==> config.mk <==
export PLATFORM = sky130hd
export DESIGN_NAME = srfc_frame_track
export DESIGN_NICKNAME = d
export VERILOG_FILES = /design/src/rtl/srfc_pkg.sv /design/src/rtl/srfc_frame_track.sv
export SDC_FILE = /design/constraint.sdc
export NUM_CORES = 1
export LEC_CHECK = 0
export ABC_CLOCK_PERIOD_IN_PS = 4059
export BUFFER_PORTS_ARGS = -buffer_cell sky130_fd_sc_hd__buf_2
export CORE_MARGIN = 4
export CORE_UTILIZATION = 57
export DETAILED_ROUTE_END_ITERATION = 7
export PLACE_DENSITY_LB_ADDON = 0.12
export RECOVER_POWER = 50
export SKIP_CTS_REPAIR_TIMING = 1
export SLEW_MARGIN = 20
export SYNTH_ARGS = -nofsm -noshare
export SYNTH_HDL_FRONTEND = slang
export SYNTH_SLANG_ARGS = --single-unit
==> constraint.sdc <==
create_clock -name clk -period 4.06 [get_ports clk]
set_clock_uncertainty 0.2 [all_clocks]
set_input_delay 0 -clock clk [delete_from_list [all_inputs] [get_ports clk]]
set_output_delay 0 -clock clk [all_outputs]
set_load 0.005 [all_outputs]
==> src/rtl/srfc_pkg.sv <==
// Shared types and constants of the sensor response frame checker.
// Used by the interfaces, the frame tracker, the result register and the top level.
`default_nettype none

package srfc_pkg;

	localparam int unsigned BYTE_W  = 8;
	localparam int unsigned WORD_W  = 32;
	localparam int unsigned POS_W   = 5;
	localparam int unsigned CFG_IDX_W = 3;
	localparam int unsigned HDR_CNT = 4;

	localparam logic [POS_W-1:0] POS_HDR_LAST    = POS_W'(3);
	localparam logic [POS_W-1:0] POS_CMD         = POS_W'(4);
	localparam logic [POS_W-1:0] POS_LEN         = POS_W'(5);
	localparam logic [POS_W-1:0] POS_ALPHA_FIRST = POS_W'(6);
	localparam logic [POS_W-1:0] POS_ALPHA_LAST  = POS_W'(9);
	localparam logic [POS_W-1:0] POS_BETA_FIRST  = POS_W'(10);
	localparam logic [POS_W-1:0] POS_BETA_LAST   = POS_W'(13);
	localparam logic [POS_W-1:0] POS_ERROR       = POS_W'(14);
	localparam logic [POS_W-1:0] POS_CHECK       = POS_W'(15);
	localparam logic [POS_W-1:0] POS_IDLE        = POS_W'(16);

	localparam logic [BYTE_W-1:0] CMD_EXPECTED = 8'h01;
	localparam logic [BYTE_W-1:0] LEN_EXPECTED = 8'h0A;

	localparam logic [CFG_IDX_W-1:0] REG_HDR0 = CFG_IDX_W'(0);
	localparam logic [CFG_IDX_W-1:0] REG_HDR1 = CFG_IDX_W'(1);
	localparam logic [CFG_IDX_W-1:0] REG_HDR2 = CFG_IDX_W'(2);
	localparam logic [CFG_IDX_W-1:0] REG_HDR3 = CFG_IDX_W'(3);

	typedef enum logic [1:0] {
		FAULT_NONE   = 2'd0,
		FAULT_HEADER = 2'd1,
		FAULT_FIELDS = 2'd2,
		FAULT_SUM    = 2'd3
	} fault_t;

	typedef struct packed {
		fault_t              fault;
		logic [WORD_W-1:0]   alpha;
		logic [WORD_W-1:0]   beta;
		logic [BYTE_W-1:0]   err;
	} res_t;

endpackage

`default_nettype wire

==> src/rtl/srfc_frame_track.sv <==
// Frame tracker: header registers, byte position, running checksum and payload assembly.
// Produces one result at the last byte of a frame. Depends on srfc_pkg.
`default_nettype none

module srfc_frame_track (
	input  wire logic                              clk,
	input  wire logic                              arst_n,
	input  wire logic                              cfg_we,
	input  wire logic [srfc_pkg::CFG_IDX_W-1:0]    cfg_index,
	input  wire logic [srfc_pkg::BYTE_W-1:0]       cfg_data,
	input  wire logic                              take,
	input  wire logic [srfc_pkg::BYTE_W-1:0]       rx_byte,
	input  wire logic                              frame_start,
	output      logic                              res_load,
	output      srfc_pkg::res_t                    res
);

	logic [srfc_pkg::BYTE_W-1:0] hdr_q [srfc_pkg::HDR_CNT];
	logic [srfc_pkg::POS_W-1:0]  pos_q;
	logic                        hdr_good_q;
	logic                        fld_good_q;
	logic [srfc_pkg::BYTE_W-1:0] sum_q;
	logic [srfc_pkg::WORD_W-1:0] alpha_q;
	logic [srfc_pkg::WORD_W-1:0] beta_q;
	logic [srfc_pkg::BYTE_W-1:0] err_q;

	logic                        active;
	logic [srfc_pkg::POS_W-1:0]  cur_pos;
	logic                        hdr_good_d;
	logic                        fld_good_d;
	logic [srfc_pkg::BYTE_W-1:0] sum_base;
	logic [srfc_pkg::BYTE_W-1:0] sum_d;
	logic [srfc_pkg::WORD_W-1:0] alpha_d;
	logic [srfc_pkg::WORD_W-1:0] beta_d;
	logic [srfc_pkg::BYTE_W-1:0] err_d;
	logic                        step;

	always_ff @(posedge clk or negedge arst_n) begin
		if (!arst_n) begin
			for (int i = 0; i < srfc_pkg::HDR_CNT; i++) begin
				hdr_q[i] <= '0;
			end
		end else if (cfg_we) begin
			case (cfg_index)
				srfc_pkg::REG_HDR0: hdr_q[0] <= cfg_data;
				srfc_pkg::REG_HDR1: hdr_q[1] <= cfg_data;
				srfc_pkg::REG_HDR2: hdr_q[2] <= cfg_data;
				srfc_pkg::REG_HDR3: hdr_q[3] <= cfg_data;
				default: ;
			endcase
		end
	end

	// A start flag opens a new frame whatever was open before.
	always_comb begin
		active     = frame_start || (pos_q < srfc_pkg::POS_IDLE);
		cur_pos    = frame_start ? '0 : pos_q;
		hdr_good_d = frame_start ? 1'b1 : hdr_good_q;
		fld_good_d = frame_start ? 1'b1 : fld_good_q;
		sum_base   = frame_start ? '0 : sum_q;
		sum_d      = sum_base;
		alpha_d    = alpha_q;
		beta_d     = beta_q;
		err_d      = err_q;

		if (cur_pos <= srfc_pkg::POS_HDR_LAST) begin
			if (rx_byte != hdr_q[cur_pos[1:0]]) begin
				hdr_good_d = 1'b0;
			end
		end else if (cur_pos == srfc_pkg::POS_CMD) begin
			if (rx_byte != srfc_pkg::CMD_EXPECTED) begin
				fld_good_d = 1'b0;
			end
		end else if (cur_pos == srfc_pkg::POS_LEN) begin
			if (rx_byte != srfc_pkg::LEN_EXPECTED) begin
				fld_good_d = 1'b0;
			end
		end else if (cur_pos inside {[srfc_pkg::POS_ALPHA_FIRST:srfc_pkg::POS_ALPHA_LAST]}) begin
			alpha_d = {rx_byte, alpha_q[srfc_pkg::WORD_W-1:srfc_pkg::BYTE_W]};
		end else if (cur_pos inside {[srfc_pkg::POS_BETA_FIRST:srfc_pkg::POS_BETA_LAST]}) begin
			beta_d = {rx_byte, beta_q[srfc_pkg::WORD_W-1:srfc_pkg::BYTE_W]};
		end else if (cur_pos == srfc_pkg::POS_ERROR) begin
			err_d = rx_byte;
		end

		if (cur_pos inside {[srfc_pkg::POS_CMD:srfc_pkg::POS_ERROR]}) begin
			sum_d = sum_base + rx_byte;
		end
	end

	assign step = take && active;

	always_ff @(posedge clk or negedge arst_n) begin
		if (!arst_n) begin
			pos_q      <= srfc_pkg::POS_IDLE;
			hdr_good_q <= 1'b1;
			fld_good_q <= 1'b1;
		end else if (step) begin
			pos_q      <= srfc_pkg::POS_W'(cur_pos + srfc_pkg::POS_W'(1));
			hdr_good_q <= hdr_good_d;
			fld_good_q <= fld_good_d;
		end
	end

	always_ff @(posedge clk) begin
		if (step) begin
			sum_q   <= sum_d;
			alpha_q <= frame_start ? '0 : alpha_d;
			beta_q  <= frame_start ? '0 : beta_d;
			err_q   <= frame_start ? '0 : err_d;
		end
	end

	always_comb begin
		res_load = step && (cur_pos == srfc_pkg::POS_CHECK);
		if (!hdr_good_d) begin
			res.fault = srfc_pkg::FAULT_HEADER;
		end else if (!fld_good_d) begin
			res.fault = srfc_pkg::FAULT_FIELDS;
		end else if (rx_byte != sum_base) begin
			res.fault = srfc_pkg::FAULT_SUM;
		end else begin
			res.fault = srfc_pkg::FAULT_NONE;
		end
		if (res.fault == srfc_pkg::FAULT_NONE) begin
			res.alpha = alpha_q;
			res.beta  = beta_q;
			res.err   = err_q;
		end else begin
			res.alpha = '0;
			res.beta  = '0;
			res.err   = '0;
		end
	end

endmodule

`default_nettype wire

==> results of run 1 <==
-- through the flow --
step | hold slack (ns) | setup slack [ns] | cell area, um2 | total power [mW]
CTS | -0.459 | -0.0799 | 7560 | 3.65
global placement | -0.0444 | 0.486 | 7010 | 2.25
global route | 0.0204 | 0.105 | 7770 | 3.85
detailed placement | -0.0245 | 0.364 | 7010 | 2.27
floorplan | -0.496 | 0.449 | 6420 | 2.07
finish | 0.0166 | 0.342 | 7770 | 3.68
-- worst max-delay path: cells and delay by family --
family / cells / cell delay (ns)
AO/OA/AOI/OAI: 3 / 0.60
buffers and inverters: 5 / 1.62
multiplexers: 1 / 0.19
AND/OR/NAND/NOR: 3 / 1.08
-- metal layers --
metal / wire length (um) / up-vias / global-route usage
met3: 929 / 25 / 0.0613
li1: - / 2235 / -
met2: 7690 / 163 / 0.406
met1: 6500 / 2301 / 0.306
met4: 316 / 0 / 0.0871
met5: 0 / - / 0
-- worst min path at each step --
stage               startpoint    endpoint  depth (start not counted)
finish              rx_byte[3]  beta_q[27]                          3
global route        rx_byte[3]  beta_q[27]                          3
CTS                     arst_n    pos_q[3]                          1
detailed placement      arst_n    pos_q[3]                          1
global placement        arst_n    pos_q[2]                          1
floorplan               arst_n    hdr_q[0]                          0
-- power by group through the flow --
stage | combinational [mW] | clock (mW) | sequential (mW)
2_1_floorplan | 0.529 | 0 | 1.54
3_3_place_gp | 0.624 | 0 | 1.62
3_5_place_dp | 0.641 | 0 | 1.63
4_1_cts | 0.643 | 1.40 | 1.61
5_1_grt | 0.755 | 1.46 | 1.63
6_report | 0.684 | 1.38 | 1.61
-- placed cells by master (no fill, tap or decap), types with 9 or more instances in the layout --
| cell type | netlist | routed |
|---|---|---|
| buf_2 | 10 | 95 |
| edfxtp_1 | 80 | 80 |
| nor2b_1 | 68 | 68 |
| mux2_2 | 36 | 36 |
| dfrtp_1 | 36 | 35 |
| nor3b_1 | 31 | 31 |
| nor2_1 | 31 | 29 |
| nand2_1 | 27 | 27 |
| nor4b_1 | 25 | 25 |
| nor3b_2 | 20 | 20 |
| dlygate4sd3_1 | 0 | 19 |
| clkbuf_16 | 0 | 17 |
| o21ai_0 | 15 | 15 |
| inv_1 | 13 | 13 |
| a21oi_1 | 15 | 13 |
| mux2i_1 | 12 | 12 |
| xnor2_1 | 10 | 10 |
| ha_1 | 10 | 10 |
| buf_4 | 0 | 10 |
| nor3_1 | 9 | 9 |
-- sequential cells by signal, summed over array words and instances, names as in the netlist --
| name | count |
|---|---|
| sum_q | 8 |
| err_q | 8 |
| beta_q | 32 |
| fld_good_q | 1 |
| hdr_q | 32 |
| hdr_good_q | 1 |
| alpha_q | 32 |
| pos_q | 5 |
-- logic make-up (layout without fill, tap and decap cells) --
group | after synthesis | in the layout | synth area share
simple gates | 237 | 237 | 0.243
flops | 119 | 119 | 0.526
compound gates | 67 | 68 | 0.0699
buf+inv | 53 | 174 | 0.0388
mux | 48 | 48 | 0.0818
xor+xnor | 13 | 13 | 0.0177
fa+ha+maj | 11 | 11 | 0.0226
-- area by class of cell --
class	instances	area [um2]
Multi-Input combinational cell	377	2850
Fill cell	787	3170
Clock inverter	12	111
Inverter	14	52.6
Clock buffer	19	433
Sequential cell	119	3380
Timing Repair Buffer	129	759
Tap cell	140	175
==> flow_metrics.tcl, run 1 <==
set metrics [dict create \
    outcome "complete, but fails checks" \
    violations "capacitance limit, slew limit" \
    hold_violations 0 \
    p_switching_mw 1.03 \
    cts_max_level 4 \
    grt_start_max_net_pins 49 \
    crit_path_start "frame_start" \
    max_slew.worst_pin.slew_ns 2.14 \
    clock_path_buffers 2 \
    cts_root_buf "clkbuf_16" \
    setup_viol 0 \
    syn-cell-area_um2 6420 \
    slew_headroom -0.430 \
    grt_setup_unrepaired "false" \
    path_cells "dlygate4sd3_1 > buf_2 > nand2b_1 > buf_4 > mux2i_1 > o2111a_1 > a32oi_1 > nor4_4 > a21oi_4 > buf_4 > nor4b_1 > buf_2" \
    max_freq_mhz 269 \
    synth_top_area_frac 0.374 \
    clock-sinks 119 \
    slowest_delay_ns 0.53 \
    fin_setup_tns_ns 0 \
    hpwl_mm 10.3 \
    reg2regPathDepth 7 \
    yosysWarnings 0 \
    insertion_delay_ns 0.41 \
    ios 99 \
    postSynthCellCount 548 \
    r2r_setup_slack_ns 1.15 \
    min_period_ns 3.72 \
    cts_buffers 17 \
    die_h_um 114 \
    io_buffers 98 \
    max_cap_viol_count 1 \
    p_seq_frac 0.438 \
    synth.net_count 583 \
    peakVddDrop_mv 0.275 \
    vias_per_cell 5.83 \
    clkTransAtPathRegs_ns 0.05 \
    p_comb_frac 0.186 \
    synthTopCellsByCount "edfxtp_1 (80), nor2b_1 (68), dfrtp_1 (36), mux2_2 (36)" \
    avgSynthCellArea_um2 11.7 \
    layout-drive-gt1-share 0.297 \
    cp.arrival_ns 3.52 \
    start_util 0.588 \
    sw_frac_of_total 0.281 \
    fin_crit_sh 0.916 \
    drtAntennaViolNets 0 \
    routedWlPerCell_um 19.0 \
    final_core_util 0.710 \
    die_w_um 114 \
    critPathLaunchType "primary input" \
    clockPowerShare 0.376 \
    grtUsageTotal 0.242 \
    drc 0 \
    cts_tree "built" \
    grt_pass1_wl_mm 24.3 \
    ys_async_sr_fraction 0.328 \
    yosysMostFrequentCell "edfxtp_1" \
    slew_viol_final 40 \
    powerDensity_nw_per_um2 473 \
    overflow 0 \
    p_leak_nw 3.08 \
    slowest_stage "dlygate4sd3_1" \
    final_cells 810 \
    critPathCapture "res[12]" \
    synth_cell_type_count 52 \
    placed_cells 759 \
    required_ns 3.86 \
    synth-edff-count 80 \
    grt_pass1_vias 4679 \
    drtIter0Drc 361 \
    r2r_start "pos_q[1]" \
    firstDrtPassIters 5 \
    antenna_found_initial 0 \
    core_area_um2 10900 \
    worst-setup-path-type "in -> out" \
    rr_endpoint "err_q[6]" \
    dr_total_vias 4724 \
    yosysSeqAreaShare 0.526 \
    place_congestion 0.885 \
    synth_top_area_cell "edfxtp_1" \
    drt_wl_total_mm 15.4 \
    path_max_fanout 25 \
    hold_path_class "in -> reg" \
    dieArea_um2 13000 \
    layout.nets 693 \
    ys_top_cells_by_area "edfxtp_1 (37%), dfrtp_1 (14%), nor2b_1 (6.6%), mux2_2 (6.3%), nor3b_2 (3.9%)" \
    antennaDiodeCount 0 \
    synth_ff_type "edfxtp_1" \
    syn_to_final_growth_pct 20.9 \
    ys_ff_latch 119 \
    internal-power_mw 2.64 \
    rows 38 \
    endpoint_kind "output pin" \
]
Note: power is estimated with default switching activity, not from simulation.
==> run 2: changes to the inputs <==
ABC_CLOCK_PERIOD_IN_PS = 3800   (was 4059)
clock period = 3.8 ns   (was 4.06 ns; I/O delays follow)
==> run 2 against run 1 <==
The flow finishes with violations (hold timing, capacitance limit, slew limit); flip-flop and latch count did not move; combinational power grew 5.3%; utilization up 0.29 points; non-clock buffer count decreased by 2; critical path depth is 3 lower; setup slack worse by 0.086 ns; clock power up 20%; worst hold slack got worse by 0.031 ns; wire length down 1.6%; critical path type is now reg -> out; critical endpoint is now res[10].
==> flow_metrics.tcl, run 2 (synthesis gave the netlist of run 1 again) <==
set metrics [dict create \
    peakVddDrop_mv 0.263 \
    reg2regPathDepth 7 \
    slew_viol_final 40 \
    syn_to_final_growth_pct 21.4 \
    fin_setup_tns_ns 0 \
    r2r_start "pos_q[1]" \
    overflow 0 \
    hold_violations 7 \
    max_slew.worst_pin.slew_ns 2.08 \
    place_ws_ns 0.613 \
    routed.top_layer "met4" \
    r2r_setup_slack_ns 0.88 \
    grt_setup_unrepaired "false" \
    clkTransAtPathRegs_ns 0.05 \
    hold_depth 2 \
    fillerInstances 790 \
    grt_start_max_net_pins 49 \
    ios 99 \
    powerDensity_nw_per_um2 525 \
    cts_root_buf "clkbuf_16" \
    wl_met1_mm 6.13 \
    cts_buffers 17 \
    rr_endpoint "err_q[6]" \
    max_cap_viol_count 1 \
    die_w_um 114 \
    antennaDiodeCount 0 \
    insertion_delay_ns 0.40 \
    clock_path_buffers 2 \
    vias_per_cell 5.89 \
    grt_pass1_vias 4688 \
    hpwl_mm 10.4 \
    critPathLaunchType "register" \
    cp.arrival_ns 3.34 \
    p_total_mw 4.10 \
    drt_wl_total_mm 15.2 \
    dr_total_vias 4768 \
    slew_headroom -0.386 \
    outcome "complete, but fails checks" \
    wl_met2_mm 7.79 \
    cts_tree "built" \
    dieArea_um2 13000 \
    required_ns 3.60 \
    fin_crit_sh 0.933 \
    io_buffers 98 \
    cts_max_level 4 \
    min_period_ns 3.54 \
    drc 0 \
    drtIter0Drc 426 \
    final_common_cell "buf_2" \
    grtUsageTotal 0.238 \
    core_area_um2 10900 \
    worst-setup-path-type "reg -> out" \
    clock-sinks 119 \
    antenna_found_initial 0 \
    routedWlPerCell_um 18.8 \
    endpoint_kind "output pin" \
    final_cell_mix "buf_2 (91), edfxtp_1 (80), nor2b_1 (68)" \
    whs_endpoint "alpha_q[31]" \
    path_max_fanout 25 \
    place_congestion 0.922 \
    max_freq_mhz 282 \
    final_core_util 0.713 \
    layout-drive-gt1-share 0.296 \
    dr_wl_met3_um 993 \
    worstHoldStart "frame_start" \
    reg_top3 "alpha_q: 32 flops, beta_q: 32 flops, hdr_q: 32 flops" \
    setup_viol 0 \
    start_util 0.588 \
    layout.nets 691 \
    die_h_um 114 \
    p_leak_nw 3.09 \
    firstDrtPassIters 5 \
    grt_pass1_wl_mm 24.2 \
    drtAntennaViolNets 0 \
    rows 38 \
    violations "hold timing, capacitance limit, slew limit" \
    setup_ws_ns 0.256 \
    holdWs_ns -0.0142 \
    hold_path_class "in -> reg" \
]
==> run 2: cell count changes in the layout (fill, tap and decap cells not counted), moves of 2 or more <==
cell and change:
buf_2 -4, bufinv_16 +2, clkbuf_1 +6, clkinv_1 -4, dlygate4sd3_1 -4, inv_6 +2
==> run 2: layout make-up <==
type,count,area (um2),area share
Timing Repair Buffer,127,726,0.0930
Inverter,14,52.6,0.00674
Sequential cell,119,3380,0.434
Clock inverter,12,175,0.0225
Multi-Input combinational cell,377,2850,0.366
Clock buffer,20,437,0.0560
Tap cell,140,175,0.0225
==> run 2: critical path, stage by stage (launching register included) <==
cell,delay [ns]
dfrtp_1,0.56
buf_4,0.26
mux2i_1,0.26
nor3_1,0.07
or4_1,0.57
o21ai_4,0.27
a21oi_4,0.16
buf_4,0.27
nor4b_1,0.33
buf_2,0.17
==> run 2: how the worst max path moves through the flow <==
stage | cells past startpoint | slack [ns] | start | to
6_report | 9 | 0.26 | pos_q[0] | res[10]
5_1_grt | 12 | 0.03 | frame_start | res[10]
4_1_cts | 9 | 0.15 | pos_q[0] | res[10]
3_5_place_dp | 11 | 0.61 | pos_q[0] | res[10]
3_3_place_gp | 11 | 0.68 | pos_q[0] | res[26]
2_1_floorplan | 9 | 0.19 | pos_q[0] | alpha_q[0]
==> run 2: stage by stage <==
stage / hold slack (ns) / cell area (um2) / instances
after floorplan: -0.496 / 6420 / 548
after global placement: -0.0420 / 7030 / 761
after detailed placement: -0.0342 / 7030 / 761
after CTS: -0.459 / 7640 / 793
after global routing: 0.00807 / 7800 / 809
final: -0.0142 / 7800 / 809
==> run 2: report_power, final <==
part / switching [mW] / total [mW] / internal, mW
clock: 0.559 / 1.66 / 1.10
combinational: 0.410 / 0.720 / 0.310
sequential: 0.155 / 1.72 / 1.56
==> run 2: layer usage <==
layer	GRT usage	vias up
met5	0	-
met4	0.0816	0
met3	0.0513	22
met2	0.413	178
met1	0.297	2337
li1	-	2231
